**src/sv/tovl_pkg.sv**
```systemverilog
// ----------------------------------------------------------------------------
// Text overlay package
// Shared types, register indexes, cell geometry and the 5x7 column font.
// ----------------------------------------------------------------------------
package tovl_pkg;

  localparam int LINE_CHARS_DEF = 128;

  // Cell geometry: 6 pixel pitch, first cell at column 3
  localparam int CELL_PITCH = 6;
  localparam int CELL_ORIGIN = 3;
  // n = (cx * CELL_RECIP) >> CELL_SHIFT is exact for every 12-bit cx
  localparam int CELL_RECIP = 43691;
  localparam int CELL_SHIFT = 18;

  localparam int DIM_ROWS = 10;
  localparam int GLYPH_TOP = 2;
  localparam int GLYPH_BOT = 8;

  localparam logic [31:0] DIM_MASK = 32'h00fe_fefe;
  localparam logic [31:0] ALPHA_MASK = 32'hff00_0000;
  localparam logic [31:0] INK_WHITE = 32'hffff_ffff;

  localparam logic [11:0] WIDTH_RST = 12'd256;
  localparam logic [11:0] HEIGHT_RST = 12'd224;

  typedef enum logic [1:0] {
    CMD_CLEAR  = 2'd0,
    CMD_APPEND = 2'd1,
    CMD_PIXEL  = 2'd2
  } cmd_t;

  typedef enum logic [1:0] {
    CFG_ENABLE = 2'd0,
    CFG_WIDTH  = 2'd1,
    CFG_HEIGHT = 2'd2
  } cfg_idx_t;

  // Pack five font columns, column 0 in the low byte
  function automatic logic [39:0] cols(input logic [7:0] c0, input logic [7:0] c1,
                                       input logic [7:0] c2, input logic [7:0] c3,
                                       input logic [7:0] c4);
    return {c4, c3, c2, c1, c0};
  endfunction

  // Dot of character ch at glyph column gx (0..4) and glyph row gy (0..6)
  function automatic logic dot_on(input logic [7:0] ch, input logic [2:0] gx,
                                  input logic [2:0] gy);
    logic [39:0] g;
    logic        has_g;
    logic [7:0]  col;
    logic        dot;
    g = '0;
    has_g = 1'b1;
    col = '0;
    dot = 1'b0;
    case (ch)
      8'h30: g = cols(8'd62, 8'd81, 8'd73, 8'd69, 8'd62);
      8'h31: g = cols(8'd0, 8'd66, 8'd127, 8'd64, 8'd0);
      8'h32: g = cols(8'd66, 8'd97, 8'd81, 8'd73, 8'd70);
      8'h33: g = cols(8'd33, 8'd65, 8'd69, 8'd75, 8'd49);
      8'h34: g = cols(8'd24, 8'd20, 8'd18, 8'd127, 8'd16);
      8'h35: g = cols(8'd39, 8'd69, 8'd69, 8'd69, 8'd57);
      8'h36: g = cols(8'd60, 8'd74, 8'd73, 8'd73, 8'd48);
      8'h37: g = cols(8'd1, 8'd113, 8'd9, 8'd5, 8'd3);
      8'h38: g = cols(8'd54, 8'd73, 8'd73, 8'd73, 8'd54);
      8'h39: g = cols(8'd6, 8'd73, 8'd73, 8'd41, 8'd30);
      8'h41: g = cols(8'd126, 8'd17, 8'd17, 8'd17, 8'd126);
      8'h42: g = cols(8'd127, 8'd73, 8'd73, 8'd73, 8'd54);
      8'h43: g = cols(8'd62, 8'd65, 8'd65, 8'd65, 8'd34);
      8'h44: g = cols(8'd127, 8'd65, 8'd65, 8'd34, 8'd28);
      8'h45: g = cols(8'd127, 8'd73, 8'd73, 8'd73, 8'd65);
      8'h46: g = cols(8'd127, 8'd9, 8'd9, 8'd9, 8'd1);
      8'h47: g = cols(8'd62, 8'd65, 8'd73, 8'd73, 8'd122);
      8'h48: g = cols(8'd127, 8'd8, 8'd8, 8'd8, 8'd127);
      8'h49: g = cols(8'd0, 8'd65, 8'd127, 8'd65, 8'd0);
      8'h4a: g = cols(8'd32, 8'd64, 8'd65, 8'd63, 8'd1);
      8'h4b: g = cols(8'd127, 8'd8, 8'd20, 8'd34, 8'd65);
      8'h4c: g = cols(8'd127, 8'd64, 8'd64, 8'd64, 8'd64);
      8'h4d: g = cols(8'd127, 8'd2, 8'd12, 8'd2, 8'd127);
      8'h4e: g = cols(8'd127, 8'd4, 8'd8, 8'd16, 8'd127);
      8'h4f: g = cols(8'd62, 8'd65, 8'd65, 8'd65, 8'd62);
      8'h50: g = cols(8'd127, 8'd9, 8'd9, 8'd9, 8'd6);
      8'h51: g = cols(8'd62, 8'd65, 8'd81, 8'd33, 8'd94);
      8'h52: g = cols(8'd127, 8'd9, 8'd25, 8'd41, 8'd70);
      8'h53: g = cols(8'd70, 8'd73, 8'd73, 8'd73, 8'd49);
      8'h54: g = cols(8'd1, 8'd1, 8'd127, 8'd1, 8'd1);
      8'h55: g = cols(8'd63, 8'd64, 8'd64, 8'd64, 8'd63);
      8'h56: g = cols(8'd31, 8'd32, 8'd64, 8'd32, 8'd31);
      8'h57: g = cols(8'd63, 8'd64, 8'd56, 8'd64, 8'd63);
      8'h58: g = cols(8'd99, 8'd20, 8'd8, 8'd20, 8'd99);
      8'h59: g = cols(8'd7, 8'd8, 8'd112, 8'd8, 8'd7);
      8'h5a: g = cols(8'd97, 8'd81, 8'd73, 8'd69, 8'd67);
      8'h25: g = cols(8'h23, 8'h13, 8'h08, 8'h64, 8'h62);
      default: has_g = 1'b0;
    endcase
    case (gx)
      3'd0: col = g[7:0];
      3'd1: col = g[15:8];
      3'd2: col = g[23:16];
      3'd3: col = g[31:24];
      3'd4: col = g[39:32];
      default: col = '0;
    endcase
    if (has_g) begin
      dot = col[gy];
    end else if (ch == 8'h2d) begin
      dot = (gy == 3'd3);
    end else if (ch == 8'h2e) begin
      dot = (gx == 3'd2) && (gy == 3'd6);
    end
    return dot;
  endfunction

endpackage

```
**src/sv/tovl_ram.sv**
```systemverilog
// ----------------------------------------------------------------------------
// Generic RAM
// One write port, one read port with registered read data held between reads.
// ----------------------------------------------------------------------------
module tovl_ram #(
  parameter int WIDTH = 8,
  parameter int DEPTH = 128
) (
  input  logic                     clk,
  input  logic                     wr_en,
  input  logic [$clog2(DEPTH)-1:0] wr_addr,
  input  logic [WIDTH-1:0]         wr_data,
  input  logic                     rd_en,
  input  logic [$clog2(DEPTH)-1:0] rd_addr,
  output logic [WIDTH-1:0]         rd_data
);

  logic [WIDTH-1:0] mem [DEPTH];
  logic [WIDTH-1:0] rd_data_r;

  always_ff @(posedge clk) begin
    if (wr_en) begin
      mem[wr_addr] <= wr_data;
    end
    if (rd_en) begin
      rd_data_r <= mem[rd_addr];
    end
  end

  assign rd_data = rd_data_r;

endmodule

```
**src/sv/text_overlay_char_generator.sv**
```systemverilog
// ----------------------------------------------------------------------------
// Text overlay character generator
// Dims the top rows of an ARGB stream and draws one line of 5x7 text on it.
// ----------------------------------------------------------------------------
// Pipeline: a pixel transfer gives its result through the line store read and
// then the result register. Throughput: one item per cycle while the output
// is not stalled; clear and append items act at their transfer and give no
// result. A stall on the output holds both stages. Reset: overlay off, 256 x
// 224 frame, empty open line; the line store itself is not cleared.
module text_overlay_char_generator
  import tovl_pkg::*;
#(
  parameter int LINE_CHARS = LINE_CHARS_DEF
) (
  input  logic        clk,
  input  logic        rst_n,
  input  logic        in_valid,
  output logic        in_ready,
  input  logic [1:0]  in_cmd,
  input  logic [7:0]  in_char_code,
  input  logic [11:0] in_pixel_x,
  input  logic [11:0] in_pixel_y,
  input  logic [31:0] in_pixel_in,
  output logic        out_valid,
  input  logic        out_ready,
  output logic [31:0] out_pixel_out,
  input  logic        cfg_we,
  input  logic [1:0]  cfg_index,
  input  logic [11:0] cfg_data
);

  localparam int AW = $clog2(LINE_CHARS);
  localparam int LW = $clog2(LINE_CHARS + 1);
  localparam logic [12:0] LINE_MAX = 13'(LINE_CHARS);

  // Configuration
  logic        enable_r;
  logic [11:0] width_r;
  logic [11:0] height_r;

  always_ff @(posedge clk) begin
    if (!rst_n) begin
      enable_r <= 1'b0;
      width_r  <= WIDTH_RST;
      height_r <= HEIGHT_RST;
    end else if (cfg_we) begin
      case (cfg_idx_t'(cfg_index))
        CFG_ENABLE: enable_r <= cfg_data[0];
        CFG_WIDTH:  width_r  <= cfg_data;
        CFG_HEIGHT: height_r <= cfg_data;
        default: ;
      endcase
    end
  end

  // Handshake
  logic s1_valid_r;
  logic out_valid_r;
  logic s1_adv;
  logic in_xfer;
  logic is_pixel;
  logic is_append;

  assign s1_adv    = !out_valid_r || out_ready;
  assign in_ready  = !s1_valid_r || s1_adv;
  assign in_xfer   = in_valid && in_ready;
  assign is_pixel  = (cmd_t'(in_cmd) == CMD_PIXEL);
  assign is_append = (cmd_t'(in_cmd) == CMD_APPEND);

  // Line state
  logic [LW-1:0] len_r;
  logic          closed_r;
  logic          wr_en;

  assign wr_en = in_xfer && is_append && !closed_r && (in_char_code != 8'd0)
                 && ({{(13 - LW){1'b0}}, len_r} < LINE_MAX);

  always_ff @(posedge clk) begin
    if (!rst_n) begin
      len_r    <= '0;
      closed_r <= 1'b0;
    end else if (in_xfer) begin
      case (cmd_t'(in_cmd))
        CMD_CLEAR: begin
          len_r    <= '0;
          closed_r <= 1'b0;
        end
        CMD_APPEND: begin
          if (!closed_r && in_char_code == 8'd0) begin
            closed_r <= 1'b1;
          end
          if (wr_en) begin
            len_r <= len_r + LW'(1);
          end
        end
        default: ;
      endcase
    end
  end

  // Cell index by reciprocal multiply
  logic [11:0] cx;
  logic [27:0] prod;
  logic [9:0]  cell_n;
  logic [11:0] cell_base;
  logic [11:0] cell_off;
  logic        cell_ok;
  logic [AW-1:0] rd_addr;

  assign cx        = in_pixel_x - 12'(CELL_ORIGIN);
  assign prod      = 28'(cx) * 28'(CELL_RECIP);
  assign cell_n    = prod[CELL_SHIFT +: 10];
  assign cell_base = 12'(cell_n) * 12'(CELL_PITCH);
  assign cell_off  = cx - cell_base;
  assign cell_ok   = (13'(cell_n) < {{(13 - LW){1'b0}}, len_r}) && (13'(cell_n) < LINE_MAX);
  assign rd_addr   = cell_n[AW-1:0];

  logic [7:0] rd_char;

  tovl_ram #(
    .WIDTH (8),
    .DEPTH (LINE_CHARS)
  ) u_line_ram (
    .clk     (clk),
    .wr_en   (wr_en),
    .wr_addr (len_r[AW-1:0]),
    .wr_data (in_char_code),
    .rd_en   (in_xfer && is_pixel),
    .rd_addr (rd_addr),
    .rd_data (rd_char)
  );

  // Stage 1 registers
  logic [31:0] pix_r;
  logic [11:0] x_r;
  logic [11:0] y_r;
  logic [11:0] base_r;
  logic [2:0]  gx_r;
  logic        cell_ok_r;

  always_ff @(posedge clk) begin
    if (!rst_n) begin
      s1_valid_r <= 1'b0;
    end else if (in_ready) begin
      s1_valid_r <= in_xfer && is_pixel;
    end
  end

  always_ff @(posedge clk) begin
    if (in_xfer && is_pixel) begin
      pix_r     <= in_pixel_in;
      x_r       <= in_pixel_x;
      y_r       <= in_pixel_y;
      base_r    <= cell_base;
      gx_r      <= cell_off[2:0];
      cell_ok_r <= cell_ok;
    end
  end

  // Shade and draw
  logic        active;
  logic        in_glyph;
  logic        dot;
  logic [31:0] dimmed;
  logic [31:0] shade_nxt;
  logic [2:0]  gy;

  assign active = enable_r && (width_r != 12'd0) && (height_r >= 12'(DIM_ROWS))
                  && (y_r < 12'(DIM_ROWS)) && (x_r < width_r);
  assign dimmed = (pix_r & ALPHA_MASK) | ((pix_r & DIM_MASK) >> 2);
  assign gy     = 3'(y_r - 12'(GLYPH_TOP));
  assign in_glyph = (y_r >= 12'(GLYPH_TOP)) && (y_r <= 12'(GLYPH_BOT))
                    && (x_r >= 12'(CELL_ORIGIN)) && (gx_r < 3'd5) && cell_ok_r
                    && ((13'(base_r) + 13'd7) < 13'(width_r));
  assign dot    = dot_on(rd_char, gx_r, gy);

  always_comb begin
    shade_nxt = pix_r;
    if (active) begin
      shade_nxt = (in_glyph && dot) ? INK_WHITE : dimmed;
    end
  end

  // Result register
  logic [31:0] out_pixel_r;

  always_ff @(posedge clk) begin
    if (!rst_n) begin
      out_valid_r <= 1'b0;
    end else if (s1_adv) begin
      out_valid_r <= s1_valid_r;
    end
  end

  always_ff @(posedge clk) begin
    if (s1_adv && s1_valid_r) begin
      out_pixel_r <= shade_nxt;
    end
  end

  assign out_valid     = out_valid_r;
  assign out_pixel_out = out_pixel_r;

endmodule

```
**config.mk**
```make
export PLATFORM = sky130hd
export DESIGN_NAME = text_overlay_char_generator
export DESIGN_NICKNAME = d
export VERILOG_FILES = /design/src/sv/tovl_pkg.sv /design/src/sv/tovl_ram.sv /design/src/sv/text_overlay_char_generator.sv
export SDC_FILE = /design/constraint.sdc
export NUM_CORES = 2
export LEC_CHECK = 0
export ABC_AREA = 1
export BUFFER_PORTS_ARGS = -buffer_cell sky130_fd_sc_hd__buf_2
export CAP_MARGIN = 20
export CORE_ASPECT_RATIO = 1.25
export CORE_MARGIN = 2
export CORE_UTILIZATION = 68
export DETAILED_ROUTE_END_ITERATION = 16
export PLACE_DENSITY_LB_ADDON = 0.25
export REMOVE_ABC_BUFFERS = 1
export SLEW_MARGIN = 10
export SYNTH_ARGS = -nofsm -noshare
export SYNTH_HDL_FRONTEND = slang
export SYNTH_SLANG_ARGS = --single-unit
export TNS_END_PERCENT = 100
```
**constraint.sdc**
```tcl
create_clock -name clk -period 12.4 [get_ports clk]
set_input_delay 1.24 -clock clk [delete_from_list [all_inputs] [get_ports clk]]
set_output_delay 1.24 -clock clk [all_outputs]
set_load 0.005 [all_outputs]
```
# Word-level counts from Yosys, hierarchy flattened
# Memory sizes are Yosys's and may differ from the RTL's. A register that Yosys moved wholly into a read port is not among the register bits.
# Cells that the tools add are included.
# word_totals
register_bits	139
latchBits	0
mem_bits_rw	1024
romBits	0
inputBits	85
out_inout_bits	34
wordCells	140
memories	1
# classes
n_addsub	5
multipliers	2
n_div	0
n_lt_le_gt_ge	12
eq_ne	51
n_shift	0
mux	16
bitwise	1
n_reduce_logical	38
# mem_list
memory	words	word_bits	rd	rd_clocked_by_memory_dff	wr	line_no	source
u_line_ram.mem	128	8	1	1	1	tovl_ram.sv:18	logic [WIDTH-1:0] mem [DEPTH];
# op_table
cell	n
$pmux W39 S37	1
$eq A8 B7 Y1 const B	26
$eq A8 B6 Y1 const B	13
$mux W32	2
$pmux W8 S5	1
$reduce_or A37 Y1	1
$or A32 B22 Y32	1
$mul A12 B16 Y28 const B	1
$ge A12 B2 Y1 const B	2
$logic_and A1 B1 Y1	20
$pmux W8 S2	1
$add A12 B3 Y13 const B	1
$lt A13 B12 Y1	1
$ge A12 B4 Y1 const B	1
$le A12 B4 Y1 const B	1
$lt A12 B12 Y1	1
$lt A12 B4 Y1 const B	1
$reduce_bool A12 Y1	1
$sub A12 B2 Y12 const B	1
$mul A10 B2 Y11 const B	1
$lt A10 B8 Y1	1
$lt A10 B8 Y1 const B	1
$eq A3 B2 Y1 const B	3
$add A8 B1 Y8 const B	1
23 further kinds	41

# Longest topological paths before layout
# depth
word_depth	10
depth_mapped	41
depth_no_buf	39

# By module
# A second synthesis with hierarchy kept.
# unflattened
hier_cells	5019
hier_area_um2	53611.4
# by_module_without_submodules
mod	n_inst	cells_each	area_each_um2	seq_area_each_um2
tovl_ram	1	3575	42184.2	30989.7
text_overlay_char_generator	1	1444	11427.2	3793.6

# Worst setup path after synthesis
# OpenSTA, ideal clock, no wires.
# synth_path
path_type	input-to-reg
from	input port in_pixel_x[1]
to	register base_r[11] (data pin)
setup_ns	0.269
t_arrival_ns	8.113
t_required_ns	12.131
path_slack_ns	4.018
stages	39
path_buffers	2
path_cell_list	a21oi_2 nand2_1 nor3_1 nor3b_2 or3b_1 xor2_1 inv_1 ha_1 inv_1 fa_1 fa_1 inv_1 fa_1 inv_1 fa_1 inv_1 ha_1 a21oi_1 [3 not listed] nand2_1 nand2_1 nand2_1 nand2_1 inv_1 buf_2 buf_1 ha_1 a21oi_1 inv_1 a31oi_1 o21ai_0 a21oi_1 o21bai_1 nand2_1 nand2_1 a21oi_1 xor2_1
# synth_via
elab_chain_cells	3
# synth_lines
element	line_no	source
from (decl)	text_overlay_char_generator.sv:21	input logic [11:0] in_pixel_x,
$sub A12 B2 Y12	text_overlay_char_generator.sv:110	assign cx = in_pixel_x - 12'(CELL_ORIGIN);
$mul A12 B16 Y28	text_overlay_char_generator.sv:111	assign prod = 28'(cx) * 28'(CELL_RECIP);
$mul A10 B2 Y11	text_overlay_char_generator.sv:113	assign cell_base = 12'(cell_n) * 12'(CELL_PITCH);
net cell_base[11]	text_overlay_char_generator.sv:105	logic [11:0] cell_base;
to (signal assigned)	text_overlay_char_generator.sv:154	base_r <= cell_base;
to (decl)	text_overlay_char_generator.sv:137	logic [11:0] base_r;
# The timed path passes the listed nets, and every way through them passes these cells.
# A chain may end at the register's enable or synchronous reset.

# Worst setup path in the final report
# layout_path
from	input port in_pixel_x[1]
to	register u_line_ram.rd_data_r[2], in the netlist u_line_ram.rd_data[2] (read register of u_line_ram.mem) (data pin)
# layout_via
elab_chain_cells	2
# layout_lines
element	line_no	source
$sub A12 B2 Y12	text_overlay_char_generator.sv:110	
$mul A12 B16 Y28	text_overlay_char_generator.sv:111	
to (decl)	tovl_ram.sv:19	logic [WIDTH-1:0] rd_data_r;
# Every way passes these cells.

==> flow_summary_export.csv <==
group,metric,value,unit
outcome,run_status,"complete, no violations",
floorplanning,core,0.0762,mm^2
yosys,synth_edf_count,1135,
critical_path,crit_path_end,"u_line_ram.rd_data[2]$_DFFE_PP_",
cts,cts_tree,"done",
yosys,seq_area_frac_synth,66.2,%
place,port_buffers,118,
sta,fmax,109,MHz
sta,relSlewSlack,18.0,%
critical_path,critPathArrivalTime,9.65,ns
sta,slew_viol_final,0,
yosys,synthArstFlopShare,0,%
yosys,synthAdderAreaFrac,4.56,%
layout,nNetsFinal,5072,
critical_path,r2r_slack,8.57,ns
floorplanning,num_io_pins,119,
drt,vias,37800,
drt,wl_per_cell,23.9,um
sta,timing.final.crit_share,74.1,%
drt,first_iter_violations,5368,
place,dp_cells,5690,
drt,first_pass_iters,7,
drt,drc,0,
floorplanning,die_area,0.0795,mm^2
flow_run,cap_viol_max_count,0,
critical_path,worstSetupPathType,"input port to flop",
layout,synthToLayoutAreaGrowth,9.45,%
cts,post-cts-setup-buffers,0,
critical_path,reg2reg_from,"u_line_ram.rd_data[0]$_DFFE_PP_",
place,place_congestion,0.937,
sta,fin_crit,9.19,ns
cts,clkSlewWorstSetupHoldPaths,0.06,ns
yosys,synth_compound_gate_area_share,1.93,%
drt,drt_wl_total,141,mm
sta,hold_violations,0,
critical_path,cp-start-kind,"input port",
cts,clock_sinks,1170,
critical_path,cp_common_cell,"nand3_1",
yosys,ys_types,46,
layout,fin_cells,5899,
grt,grt_max_degree,153,
cts,clock_latency,0.71,ns
critical_path,cp-end-kind,"flop",
yosys,ys_ff_latch,1170,
cts,cts_root_buf,"clkbuf_16",
yosys,synthXorXnorAreaFrac,0.712,%
sta,setup_slack,3.21,ns
sta,tightest_slew,1.22,ns
critical_path,timing.critical_path.from,"in_pixel_x[1]",
critical_path,crit_path_max_fanout,130,
grt,grt_pass1_vias,37100,
cts,cts_inserted_buffers,107,
layout,drive_gt1_share,7.48,%
layout,mostFrequentLayoutCell,"nand2_1",
sta,finalSetupViolCount,0,
place,pre_cts_ws,2.69,ns
critical_path,reg2reg_to,"out_pixel_out[25]$_DFFE_PP_",
yosys,synth-main-ff-cell,"edfxtp_1",
yosys,synthSimpleGateAreaFrac,22.5,%
floorplanning,start_util,68.9,%
floorplanning,dieWidth,253,um
yosys,avgSynthCellArea,11.0,um^2
cts,hold_buffers,0,
yosys,synth_area,0.0525,mm^2
sta,finalSetupTns,0,ns
critical_path,max_stage_delay,0.80,ns
cts,h-tree-depth,3,
grt,grt_usage,35.6,%
critical_path,r2r_cells,17,
layout,layout_common_cells,"nand2_1, edfxtp_1, nand3_1",
critical_path,cp.required,12.86,ns
floorplanning,die_y,315,um
yosys,syn_inst,4789,
sta,rsz0062_at_grt,"false",
critical_path,cp_slowest_cell,"inv_8",
place,post-dp-hpwl,86.0,mm
drt,routed_via_density,6.41,
yosys,synth_top_family_by_area,"simple AND/OR/NAND/NOR gates",
grt,antenna_found_initial,2,
grt,grt_pass1_wl,212,mm
hold_path,hold_path.class,"flop to flop",
sta,holdWs,0.470,ns
layout,fillers,4850,
cts,cts_buffer_depth,3,
sta,fin_worst_skew,0.0465,ns
grt,overflow,0,
yosys,synthMuxAreaShare,0,%
yosys,synth_warnings,0,
cts,cts_resized,0,
drt,drtAntennaViolNets,0,
floorplanning,rows,113,
[logic make-up (layout without fill, tap and decap cells)]
logic type	count (synthesis)	in the layout
XOR/XNOR	41	41
adder cells (fa/ha/maj)	164	164
AND/OR/NAND/NOR	2715	2715
buffers and inverters	517	646
AO/OA/AOI/OAI	182	182
other	0	4
flip-flops	1170	1170
[worst max-delay path: cells and delay by family]
family          cells  cell delay [ns]
compound gates      1             0.18
xor+xnor            1             0.39
fa+ha+maj           6             2.55
buf+inv             8             1.90
simple gates       16             3.29
[state kept, by name, indices dropped and copies added, names as in the netlist, 8 cells and up]
name                flops
base_r                 11
width_r                12
x_r                    12
pix_r                  32
u_line_ram.mem       1024
out_pixel_out          32
y_r                    12
len_r                   8
u_line_ram.rd_data      8
height_r               11
[layer usage]
layer	global-route usage, %	share of wire, %	vias to the layer above
met4	21.7	6.8	2
met5	0	0.0092	-
met1	42.6	33	17900
met2	59.2	49	2513
met3	7.95	11	569
li1	-	-	16800
[cell usage after synthesis, types with 6 or more instances]
| cell type | instances | share of area [%] |
|---|---|---|
| buf_1 | 24 | 0.17 |
| inv_2 | 13 | 0.093 |
| buf_2 | 152 | 1.4 |
| nand4_1 | 22 | 0.26 |
| xnor2_1 | 12 | 0.20 |
| a31oi_1 | 6 | 0.071 |
| nand2_1 | 1236 | 8.8 |
| a21oi_1 | 68 | 0.65 |
| nor3_1 | 30 | 0.29 |
| inv_1 | 258 | 1.8 |
| clkbuf_1 | 66 | 0.47 |
| nand3_1 | 1135 | 11 |
| fa_1 | 46 | 1.8 |
| o21ai_1 | 8 | 0.076 |
| o21ai_0 | 68 | 0.65 |
| nor2_1 | 256 | 1.8 |
| nor4_1 | 16 | 0.19 |
| edfxtp_1 | 1135 | 65 |
| ha_1 | 118 | 2.8 |
| dfxtp_1 | 35 | 1.3 |
| xor2_1 | 27 | 0.45 |
[worst min path at each step]
stage / from / end / depth (start not counted) / slack [ns]
floorplan: height_r[5]$_SDFFE_PN1P_ / height_r[5]$_SDFFE_PN1P_ / 2 / 0.43
global placement: height_r[7]$_SDFFE_PN1P_ / height_r[7]$_SDFFE_PN1P_ / 2 / 0.44
detailed placement: height_r[7]$_SDFFE_PN1P_ / height_r[7]$_SDFFE_PN1P_ / 2 / 0.44
CTS: height_r[5]$_SDFFE_PN1P_ / height_r[5]$_SDFFE_PN1P_ / 2 / 0.47
global route: height_r[6]$_SDFFE_PN1P_ / height_r[6]$_SDFFE_PN1P_ / 2 / 0.50
finish: closed_r$_SDFFE_PN0P_ / closed_r$_SDFFE_PN0P_ / 2 / 0.47
[final cells by class]
cell class,instances,area (um^2),area share (%)
clock buffers,144,2930,5.10
diodes,4,10.0,0.0174
multi-input cells,3102,15700,27.3
well taps,977,1220,2.13
flip-flops and latches,1170,34800,60.5
clock inverters,60,722,1.26
repair buffers,171,1100,1.91
inverters,271,1030,1.79
[through the flow]
| stage | util (%) | instance area [um^2] |
|---|---|---|
| 3_5_place_dp | 70.6 | 53800 |
| 6_report | 75.5 | 57500 |
| 3_3_place_gp | 70.6 | 53800 |
| 5_1_grt | 75.4 | 57500 |
| 4_1_cts | 75.4 | 57500 |
| 2_1_floorplan | - | 51400 |
Power is left out: the tool's default activity adds up to more than one toggle a clock period on the data nets, which glitch-free logic cannot reach.
